`src/rtl/bcc_pkg.sv`:
```
package bcc_pkg;

  // Field widths
  localparam int unsigned TimeW = 32;
  localparam int unsigned ThrW  = 16;

  // Reset values of the thresholds
  localparam logic [ThrW-1:0] DebounceRst = 16'd5;
  localparam logic [ThrW-1:0] WindowRst   = 16'd1500;
  localparam logic [ThrW-1:0] LongRst     = 16'd5000;

  // Register indexes (word address bits [3:2])
  localparam logic [1:0] RegDebounce = 2'd0;
  localparam logic [1:0] RegWindow   = 2'd1;
  localparam logic [1:0] RegLong     = 2'd2;

  // Status codes reported for each sample
  typedef enum logic [1:0] {
    ST_NONE   = 2'd0,
    ST_SINGLE = 2'd1,
    ST_DOUBLE = 2'd2,
    ST_LONG   = 2'd3
  } status_t;

  // Classifier phases, one-hot
  typedef enum logic [4:0] {
    PH_IDLE   = 5'b00001,
    PH_FIRST  = 5'b00010,
    PH_WAIT   = 5'b00100,
    PH_SECOND = 5'b01000,
    PH_LONG   = 5'b10000
  } phase_t;

  // Threshold set handed from the register file to the classifier
  typedef struct packed {
    logic [ThrW-1:0] debounce_ms;
    logic [ThrW-1:0] click_window_ms;
    logic [ThrW-1:0] long_press_ms;
  } cfg_t;

endpackage

```
`src/rtl/bcc_cfg.sv`:
```
module bcc_cfg
  import bcc_pkg::*;
(
  input  logic        clk,
  input  logic        rst,
  input  logic        psel,
  input  logic        penable,
  input  logic        pwrite,
  input  logic [3:0]  paddr,
  input  logic [31:0] pwdata,
  output logic [31:0] prdata,
  output logic        pready,
  output cfg_t        cfg
);

  logic       wr_en;
  logic [1:0] reg_idx;

  assign pready  = 1'b1;
  assign wr_en   = psel & penable & pwrite;
  assign reg_idx = paddr[3:2];

  // Threshold registers, upper data bits dropped
  always_ff @(posedge clk) begin
    if (rst) begin
      cfg.debounce_ms     <= DebounceRst;
      cfg.click_window_ms <= WindowRst;
      cfg.long_press_ms   <= LongRst;
    end else if (wr_en) begin
      unique case (reg_idx)
        RegDebounce: cfg.debounce_ms     <= pwdata[ThrW-1:0];
        RegWindow:   cfg.click_window_ms <= pwdata[ThrW-1:0];
        RegLong:     cfg.long_press_ms   <= pwdata[ThrW-1:0];
        default: ;
      endcase
    end
  end

  // Read back
  always_comb begin
    prdata = '0;
    unique case (reg_idx)
      RegDebounce: prdata = {16'd0, cfg.debounce_ms};
      RegWindow:   prdata = {16'd0, cfg.click_window_ms};
      RegLong:     prdata = {16'd0, cfg.long_press_ms};
      default:     prdata = '0;
    endcase
  end

endmodule

```
`src/rtl/bcc_fsm.sv`:
```
module bcc_fsm
  import bcc_pkg::*;
(
  input  logic             clk,
  input  logic             rst,
  input  logic             adv,
  input  logic [TimeW-1:0] now_ms,
  input  logic             pin_level,
  input  cfg_t             cfg,
  output status_t          press_event
);

  phase_t           phase, phase_next;
  logic [TimeW-1:0] press_time, press_time_next;
  logic [TimeW-1:0] release_time, release_time_next;

  logic             pressed;
  logic [TimeW-1:0] since_press;
  logic [TimeW-1:0] since_release;
  logic [TimeW-1:0] deb_w;
  logic [TimeW-1:0] win_w;
  logic [TimeW-1:0] long_w;

  // Wrapping elapsed times and widened thresholds
  assign pressed       = ~pin_level;
  assign since_press   = now_ms - press_time;
  assign since_release = now_ms - release_time;
  assign deb_w         = {{(TimeW-ThrW){1'b0}}, cfg.debounce_ms};
  assign win_w         = {{(TimeW-ThrW){1'b0}}, cfg.click_window_ms};
  assign long_w        = {{(TimeW-ThrW){1'b0}}, cfg.long_press_ms};

  // Next state and status for the current sample
  always_comb begin
    phase_next        = phase;
    press_time_next   = press_time;
    release_time_next = release_time;
    press_event       = ST_NONE;
    unique case (phase)
      PH_IDLE: begin
        if (pressed) begin
          phase_next      = PH_FIRST;
          press_time_next = now_ms;
        end
      end
      PH_FIRST: begin
        priority if (!pressed && since_press < deb_w) begin
          phase_next = PH_IDLE;
        end else if (!pressed) begin
          phase_next        = PH_WAIT;
          release_time_next = now_ms;
        end else if (since_press > long_w) begin
          phase_next        = PH_LONG;
          release_time_next = now_ms;
        end else begin
          phase_next = phase;
        end
      end
      PH_WAIT: begin
        priority if (since_press > win_w) begin
          press_event = ST_SINGLE;
          phase_next  = PH_IDLE;
        end else if (pressed && since_release > deb_w) begin
          phase_next      = PH_SECOND;
          press_time_next = now_ms;
        end else begin
          phase_next = phase;
        end
      end
      PH_SECOND: begin
        if (!pressed && since_press > deb_w) begin
          press_event       = ST_DOUBLE;
          phase_next        = PH_IDLE;
          release_time_next = now_ms;
        end
      end
      PH_LONG: begin
        if (!pressed) begin
          press_event       = ST_LONG;
          phase_next        = PH_IDLE;
          release_time_next = now_ms;
        end
      end
      default: ;
    endcase
  end

  // State update, one sample per advance
  always_ff @(posedge clk) begin
    if (rst) begin
      phase        <= PH_IDLE;
      press_time   <= '0;
      release_time <= '0;
    end else if (adv) begin
      phase        <= phase_next;
      press_time   <= press_time_next;
      release_time <= release_time_next;
    end
  end

`ifndef SYNTH
  a_event_idle: assert property (@(posedge clk) disable iff (rst)
    (adv && press_event != ST_NONE) |=> phase == PH_IDLE)
    else $error("reported event did not return to idle");

  a_press_start: assert property (@(posedge clk) disable iff (rst)
    (adv && phase == PH_IDLE && !pin_level)
      |=> (phase == PH_FIRST && press_time == $past(now_ms)))
    else $error("press from idle not recorded");

  a_hold: assert property (@(posedge clk) disable iff (rst)
    !adv |=> ($stable(phase) && $stable(press_time) && $stable(release_time)))
    else $error("state moved without a sample");
`endif

endmodule

```
`src/rtl/button_click_classifier_unit.sv`:
```
// Button click classifier.
// Input stream: one word per sample, s_tdata carries the millisecond
// timestamp and the raw active-low pin level. Output stream: one word per
// sample, m_tdata carries the status (none, single, double, long press).
// Thresholds (debounce, click window, long press) are set over the APB
// port at byte addresses 0, 4 and 8; write them only while idle.
// An accepted word passes through the input register, then the result
// register, before it shows on m_tvalid. Throughput: one word per cycle
// while the receiver does not stall; the classifier updates its state in
// the cycle the sample moves from the input into the result register.
// When the receiver stalls, the result register holds its word and the
// input register keeps accepting until it is full as well; s_tready then
// drops until the output drains.
// Reset clears both pipeline valids, returns the classifier to idle with
// zero timestamps and loads the thresholds with 5, 1500 and 5000 ms.
module button_click_classifier_unit
  import bcc_pkg::*;
(
  input  logic        clk,
  input  logic        rst,
  input  logic        s_tvalid,
  output logic        s_tready,
  input  logic [39:0] s_tdata,   // [31:0] now_ms, [32] pin_level, rest zero
  output logic        m_tvalid,
  input  logic        m_tready,
  output logic [7:0]  m_tdata,   // [1:0] press_event, rest zero
  input  logic        psel,
  input  logic        penable,
  input  logic        pwrite,
  input  logic [3:0]  paddr,
  input  logic [31:0] pwdata,
  output logic [31:0] prdata,
  output logic        pready
);

  cfg_t             cfg;
  logic             in_valid;
  logic [TimeW-1:0] in_now;
  logic             in_pin;
  logic             out_free;
  logic             adv;
  status_t          status_c;
  status_t          status_q;

  bcc_cfg u_cfg (
    .clk     (clk),
    .rst     (rst),
    .psel    (psel),
    .penable (penable),
    .pwrite  (pwrite),
    .paddr   (paddr),
    .pwdata  (pwdata),
    .prdata  (prdata),
    .pready  (pready),
    .cfg     (cfg)
  );

  // Handshake: stage moves when the next one has room
  assign out_free = ~m_tvalid | m_tready;
  assign adv      = in_valid & out_free;
  assign s_tready = ~in_valid | out_free;

  // Input register
  always_ff @(posedge clk) begin
    if (rst) begin
      in_valid <= 1'b0;
    end else if (s_tready) begin
      in_valid <= s_tvalid;
    end
  end

  always_ff @(posedge clk) begin
    if (s_tready && s_tvalid) begin
      in_now <= s_tdata[TimeW-1:0];
      in_pin <= s_tdata[TimeW];
    end
  end

  bcc_fsm u_fsm (
    .clk         (clk),
    .rst         (rst),
    .adv         (adv),
    .now_ms      (in_now),
    .pin_level   (in_pin),
    .cfg         (cfg),
    .press_event (status_c)
  );

  // Result register
  always_ff @(posedge clk) begin
    if (rst) begin
      m_tvalid <= 1'b0;
    end else if (out_free) begin
      m_tvalid <= in_valid;
    end
  end

  always_ff @(posedge clk) begin
    if (adv) begin
      status_q <= status_c;
    end
  end

  assign m_tdata = {6'd0, status_q};

endmodule
```
`config.mk`:
```
export PLATFORM = sky130hd
export DESIGN_NAME = button_click_classifier_unit
export DESIGN_NICKNAME = d
export VERILOG_FILES = /design/src/rtl/bcc_pkg.sv /design/src/rtl/bcc_cfg.sv /design/src/rtl/bcc_fsm.sv /design/src/rtl/button_click_classifier_unit.sv
export SDC_FILE = /design/constraint.sdc
export NUM_CORES = 1
export LEC_CHECK = 0
export ABC_CLOCK_PERIOD_IN_PS = 5750
export BUFFER_PORTS_ARGS = -buffer_cell sky130_fd_sc_hd__buf_4
export CAP_MARGIN = 20
export CORE_UTILIZATION = 62
export CTS_BUF_LIST = sky130_fd_sc_hd__clkbuf_4 sky130_fd_sc_hd__clkbuf_8
export DETAILED_ROUTE_END_ITERATION = 12
export PLACE_DENSITY = 0.85
export SYNTH_ARGS = -nofsm -noshare
export SYNTH_HDL_FRONTEND = slang
export SYNTH_SLANG_ARGS = --single-unit
```
`constraint.sdc`:
```
create_clock -name clk -period 5.75 [get_ports clk]
set_input_delay 1.15 -clock clk [delete_from_list [all_inputs] [get_ports clk]]
set_output_delay 1.15 -clock clk [all_outputs]
set_load 0.01 [all_outputs]
```
==> results of run 1 <==
-- layer usage --
layer	part of all wire [%]	GRT usage, %	up-vias
met3	6.2	5.060	83
met4	3.2	13.65	0
met1	44	40.31	5196
met5	0	0	-
li1	-	-	5313
met2	47	53.21	412
-- tightest hold or removal path: stages, from the launching register on --
cell and delay [ps]:
dfxtp_1 310, nand2_1 50, mux2i_1 50
-- area by class of cell --
class,count,area share (%)
Tap cell,234,2.256
Clock buffer,19,1.918
Clock inverter,12,1.523
Timing Repair Buffer,89,5.215
Sequential cell,154,26.45
Multi-Input combinational cell,1147,59.08
Inverter,123,3.557
-- worst min path at each step --
stage | start | end | slack [ps]
finish | u_fsm.press_time[22]$_SDFFE_PP0P_ | u_fsm.press_time[22]$_SDFFE_PP0P_ | 460
global route | u_fsm.press_time[3]$_SDFFE_PP0P_ | u_fsm.press_time[3]$_SDFFE_PP0P_ | 480
detailed placement | u_fsm.press_time[2]$_SDFFE_PP0P_ | u_fsm.press_time[2]$_SDFFE_PP0P_ | 450
floorplan | u_fsm.press_time[10]$_SDFFE_PP0P_ | u_fsm.press_time[10]$_SDFFE_PP0P_ | 430
global placement | u_fsm.press_time[19]$_SDFFE_PP0P_ | u_fsm.press_time[19]$_SDFFE_PP0P_ | 440
CTS | u_fsm.press_time[2]$_SDFFE_PP0P_ | u_fsm.press_time[2]$_SDFFE_PP0P_ | 470
-- sequential cells by signal, indices dropped and copies added (netlist names) --
name / cells
in_valid: 1
u_fsm.press_time: 32
m_tvalid: 1
in_pin: 1
u_fsm.phase: 5
in_now: 32
u_cfg.cfg: 48
status_q: 2
u_fsm.release_time: 32
-- report_power, final --
| part | switching [mW] | total, mW | internal, mW | leakage (nW) |
|---|---|---|---|---|
| registers | 0.0304 | 1.17 | 1.14 | 1.31 |
| logic | 0.465 | 0.769 | 0.304 | 3.48 |
| clock network | 0.432 | 0.955 | 0.523 | 0.224 |
| total | 0.927 | 2.89 | 1.96 | 5.01 |
-- timing repair --
| action | in CTS | in global routing |
|---|---|---|
| setup endpoints to repair | 0 | 36 |
| setup buffers | 0 | 1 |
| gates resized for setup | 0 | 7 |
-- metrics by stage --
stage / cell area (um^2) / setup slack, ps
finish: 12980 / 356.7
global route: 12980 / 0.009326
CTS: 12940 / 301.2
detailed placement: 12490 / 327.9
global placement: 12490 / 401.6
floorplan: 11960 / 904.8
-- layout by cell type (no fill, tap or decap), types with 19 or more instances in the layout --
cell type / instances
a21o_1: 27
a21oi_1: 117
buf_4: 87
conb_1: 23
dfxtp_1: 119
edfxtp_1: 35
ha_1: 125
inv_1: 122
mux2i_1: 85
nand2_1: 236
nand3_1: 33
nand4_1: 26
nor2_1: 105
nor3_1: 19
o211ai_1: 29
o21ai_0: 61
xnor2_1: 28
-- cells by family (layout without fill, tap and decap cells) --
kind of cell | Yosys count | in the layout | synth area share, %
AND/OR/NAND/NOR | 511 | 511 | 19.72
AO/OA/AOI/OAI | 354 | 354 | 19.52
buffers and inverters | 199 | 243 | 7.596
flip-flops | 154 | 154 | 28.91
adder cells (fa/ha/maj) | 128 | 128 | 13.61
multiplexers | 86 | 86 | 7.259
XOR/XNOR | 45 | 45 | 3.319
other | 2 | 23 | 0.06323
==> reports/metrics.csv, run 1 <==
metric,value,unit
stdcell_count,1778,
min_period,5393,ps
synth_most_common_cell,nand2_1,
post_drt_wl_per_cell,17.34,um
yosysWarnings,0,
tns,0,ps
finalPower,2.891,mW
cp_slowest_cell,or4_1,
routabilityCongestion,0.9264,
multiInputGateArea,7667,um^2
clk_pin_slew,80,ps
drive_above_1_share,9.909,%
slew_viol_final,0,
antenna_found_initial,1,
worst-path-buf-inv,1,
critPathMaxStageDelay,510,ps
critPathTopFamily,simple AND/OR/NAND/NOR gates,
grt_pass1_wl,49420,um
grt_max_degree,82,
p_leak,5.008,nW
drt_iter0_drc,721,
cts_buffer_depth,2,
ir_drop,0.1494,mV
die_w,140.4,um
grt_pass1_vias,10220,
start_kind,register,
cts_buffers,17,
io_pins,126,
crit_required,6100,ps
synth_seq_cells,154,
dp.cells,1746,
fillers,1512,
maxCapViolations,0,
fin_util,69.15,%
tightest_slew,967.9,ps
ant_nets,0,
grt_use_total,31.70,%
yosys_most_used_dff,dfxtp_1,
synth.cell_area,11880,um^2
clkSinkCount,154,
synthArstFlopShare,0,%
setup_violations,0,
ctsHoldBuffers,0,
die_area,19710,um^2
diodes,0,
num_rows,50,
synth_top_area_cell,dfxtp_1,
fp.dieH,140.4,um
clock-root-buffer,clkbuf_8,
fmax,0.1854,GHz
dr.pass1.iters,6,
synth_cell_types,84,
reg2reg_depth,21,
synthTopCellsByArea,"dfxtp_1, ha_1, edfxtp_1",
hpwl,23550,um
cp_max_fo,32,
hold_path_class,register to register,
r2r-end,u_fsm.press_time[1]$_SDFFE_PP0P_,
cp.arrival,5740,ps
nNetsFinal,1743,
cts.htree.levels,4,
p_per_area,222.8,nW/um^2
area_growth,9.282,%
period_share,93.80,%
io_buffers,77,
rsz0062_at_grt,no,
synth_common_cells,"nand2_1, ha_1, inv_1",
synth_top_area_share,20.06,%
wl,30820,um
ys_seq_area_share,28.91,%
slew-limit-headroom,35.47,%
core,18770,um^2
rr_startpoint,in_now[8]$_DFFE_PP_,
crit_path_start,in_now[8]$_DFFE_PP_,
insertion_delay,480,ps
vias_per_cell,6.189,
syn_area_per_cell,8.030,um^2
crit_chain,ha_1 > a21oi_2 > o211ai_1 > o211a_1 > or4_1 > o221ai_1 > o21ai_0 > xor2_1 > ha_1 > nand4_1 > or3_1 > a2bb2oi_1 > nor4_1 > and4_1 > nor4bb_1 > nand4b_1 > nor4_2 > o21ai_0 > and4bb_2 > buf_12 > mux2i_1,
fin_skew,13.50,ps
seq_area,3433,um^2
cts_tree,built,
grt-ovfl-total,0,
syn_inst,1479,
finalHoldViolations,0,
crit_cells,21,
hold_slack,462.3,ps
min_path_cells,2,
drc_errors,0,
r2r_slack,360,ps
crit_end,u_fsm.press_time[1]$_SDFFE_PP0P_,
path_class,register to register,
vias,11000,
status,completed,
start_util,63.28,%
critPathCaptureType,register,
synth-edff-count,35,
(Power assumes the default switching activity.)
==> run 2, diff against run 1 <==
- GPL_TIMING_DRIVEN: not set -> 0
- RECOVER_POWER: not set -> 25
==> run 2 against run 1 <==
Compared with the run above:
- fmax down 2.0%
- first-iteration DRC count is 3.9% lower
- clock skew increased by 7.8 ps
- global-route usage increased by 1.3 points
- final cell count up 4.0%
==> reports/metrics.csv, run 2 (synthesis results as in run 1) <==
metric,value,unit
rr_startpoint,in_now[8]$_DFFE_PP_,
cts.htree.levels,4,
slew_viol_final,0,
post_drt_wl_per_cell,17.45,um
fin_skew,21.28,ps
stdcell_count,1850,
die_w,140.4,um
worst-path-buf-inv,0,
ant_nets,0,
crit_required,6170,ps
antenna_found_initial,0,
start_util,63.28,%
finalHoldViolations,0,
wl,32290,um
crit_chain,ha_4 > a21oi_2 > o211ai_1 > o211a_1 > or4_1 > o221ai_1 > o21ai_1 > xor2_1 > ha_1 > nand4_1 > or3_1 > a2bb2oi_1 > nor4_1 > and4_1 > nor4bb_2 > nand4b_1 > o41ai_1 > a21oi_1 > o21ai_2 > mux2i_1,
regMostFlops,u_cfg.cfg,
dp.cells,1813,
io_buffers,77,
min_period,5503,ps
setup_ws,246.6,ps
final_area,13350,um^2
grt-ovfl-total,0,
drive_above_1_share,11.57,%
final_cell_mix,"nand2_1, ha_1, inv_1, dfxtp_1, a21oi_1",
dr.pass1.iters,8,
status,completed,
tightest_slew,1105,ps
hold_slack,459.2,ps
die_area,19710,um^2
drc_errors,0,
maxCapViolations,0,
largest_reg_flops,48,
critPathCaptureType,register,
insertion_delay,490,ps
ir_drop,0.1875,mV
grt_pass1_wl,51450,um
min_from,u_fsm.press_time[14]$_SDFFE_PP0P_,
placed_area,12860,um^2
vias_per_cell,6.050,
num_rows,50,
clock-root-buffer,clkbuf_8,
path_class,register to register,
clk_pin_slew,100,ps
fmax,0.1817,GHz
start_kind,register,
p_leak,5.194,nW
cts_buffer_depth,2,
nNetsFinal,1814,
grt_use_total,32.97,%
grt_pass1_vias,10530,
period_share,95.71,%
cp_slowest_cell,edfxtp_1,
finalPower,2.816,mW
critPathTopFamily,compound AO/OA/AOI/OAI gates,
fillers,1500,
tns,0,ps
slew-limit-headroom,25.78,%
p_per_area,210.9,nW/um^2
core,18770,um^2
setup_violations,0,
fp.dieH,140.4,um
clkSinkCount,154,
cp_max_fo,6,
crit_path_start,in_now[8]$_DFFE_PP_,
final_common_cell,nand2_1,
fin_util,71.14,%
cp.arrival,5920,ps
area_growth,12.42,%
cts_buffers,17,
diodes,0,
cts_tree,built,
io_pins,126,
routabilityCongestion,0.9301,
vias,11190,
hpwl,25680,um
critPathMaxStageDelay,520,ps
hold_path_class,register to register,
drt_iter0_drc,693,
pre_cts_slack,134.6,ps
grt_max_degree,23,
[run 2: cell count changes in the layout (fill, tap and decap cells not counted), moves of 2 or more]
| cell | delta |
|---|---|
| ha_1 | -2 |
| ha_4 | +2 |
| inv_6 | +2 |
| clkbuf_1 | +39 |
| buf_12 | +2 |
| inv_8 | +4 |
| o2111ai_2 | +2 |
| clkbuf_4 | +32 |
| bufinv_16 | -4 |
| o2111ai_1 | -2 |
| buf_4 | -17 |
| buf_1 | +2 |
| buf_2 | +10 |
[run 2: worst register-to-register path, stage by stage, from the launching register on]
cell and delay, ps:
edfxtp_1 520, ha_4 320, a21oi_2 210, o211ai_1 130, o211a_1 200, or4_1 520, o221ai_1 150, o21ai_1 150
xor2_1 170, ha_1 330, nand4_1 160, or3_1 430, a2bb2oi_1 200, nor4_1 240, and4_1 200, nor4bb_2 200
nand4b_1 200, o41ai_1 490, a21oi_1 190, o21ai_2 240, mux2i_1 200
[run 2: worst paths after layout]
path                                  endpoint  slack (ps)  cells past startpoint
max                u_fsm.phase[0]$_SDFFE_PP1P_         250                     20
min          u_fsm.press_time[14]$_SDFFE_PP0P_         460                      2
max reg2reg        u_fsm.phase[0]$_SDFFE_PP1P_         250                     20
min reg2reg  u_fsm.press_time[14]$_SDFFE_PP0P_         460                      2
[run 2: repair_timing]
item                                    CTS  global route
endpoints found under the setup margin    0            38
setup buffers                             0             5
gates resized for setup                   0            15
hold buffers                              0             0
hold endpoints to repair                  0             0
[run 2: metal layers]
layer,up-vias,wire length (um),global-route usage (%),part of all wire [%]
met1,5232,14210,41.78,44
met5,-,0,0,0
li1,5454,-,-,-
met2,429,15210,56.53,47
met3,77,1877,4.821,5.8
met4,0,996,12.72,3.1
[run 2: area by class of cell]
cell class	count	area (um^2)	area share (%)
Multi-Input combinational cell	1147	7700	57.67
Inverter	123	461.7	3.458
Tap cell	234	292.8	2.193
Clock inverter	14	156.4	1.171
Clock buffer	18	247.7	1.855
Sequential cell	154	3433	25.71
Buffer	76	440.4	3.299
Timing Repair Buffer	84	619.3	4.639
[run 2: power by group]
group          leakage, nW  total (mW)  switching [mW]  internal [mW]
Combinational         3.68       0.797           0.476          0.321
Sequential            1.31        1.17          0.0326           1.14
Clock                0.205       0.850           0.477          0.373
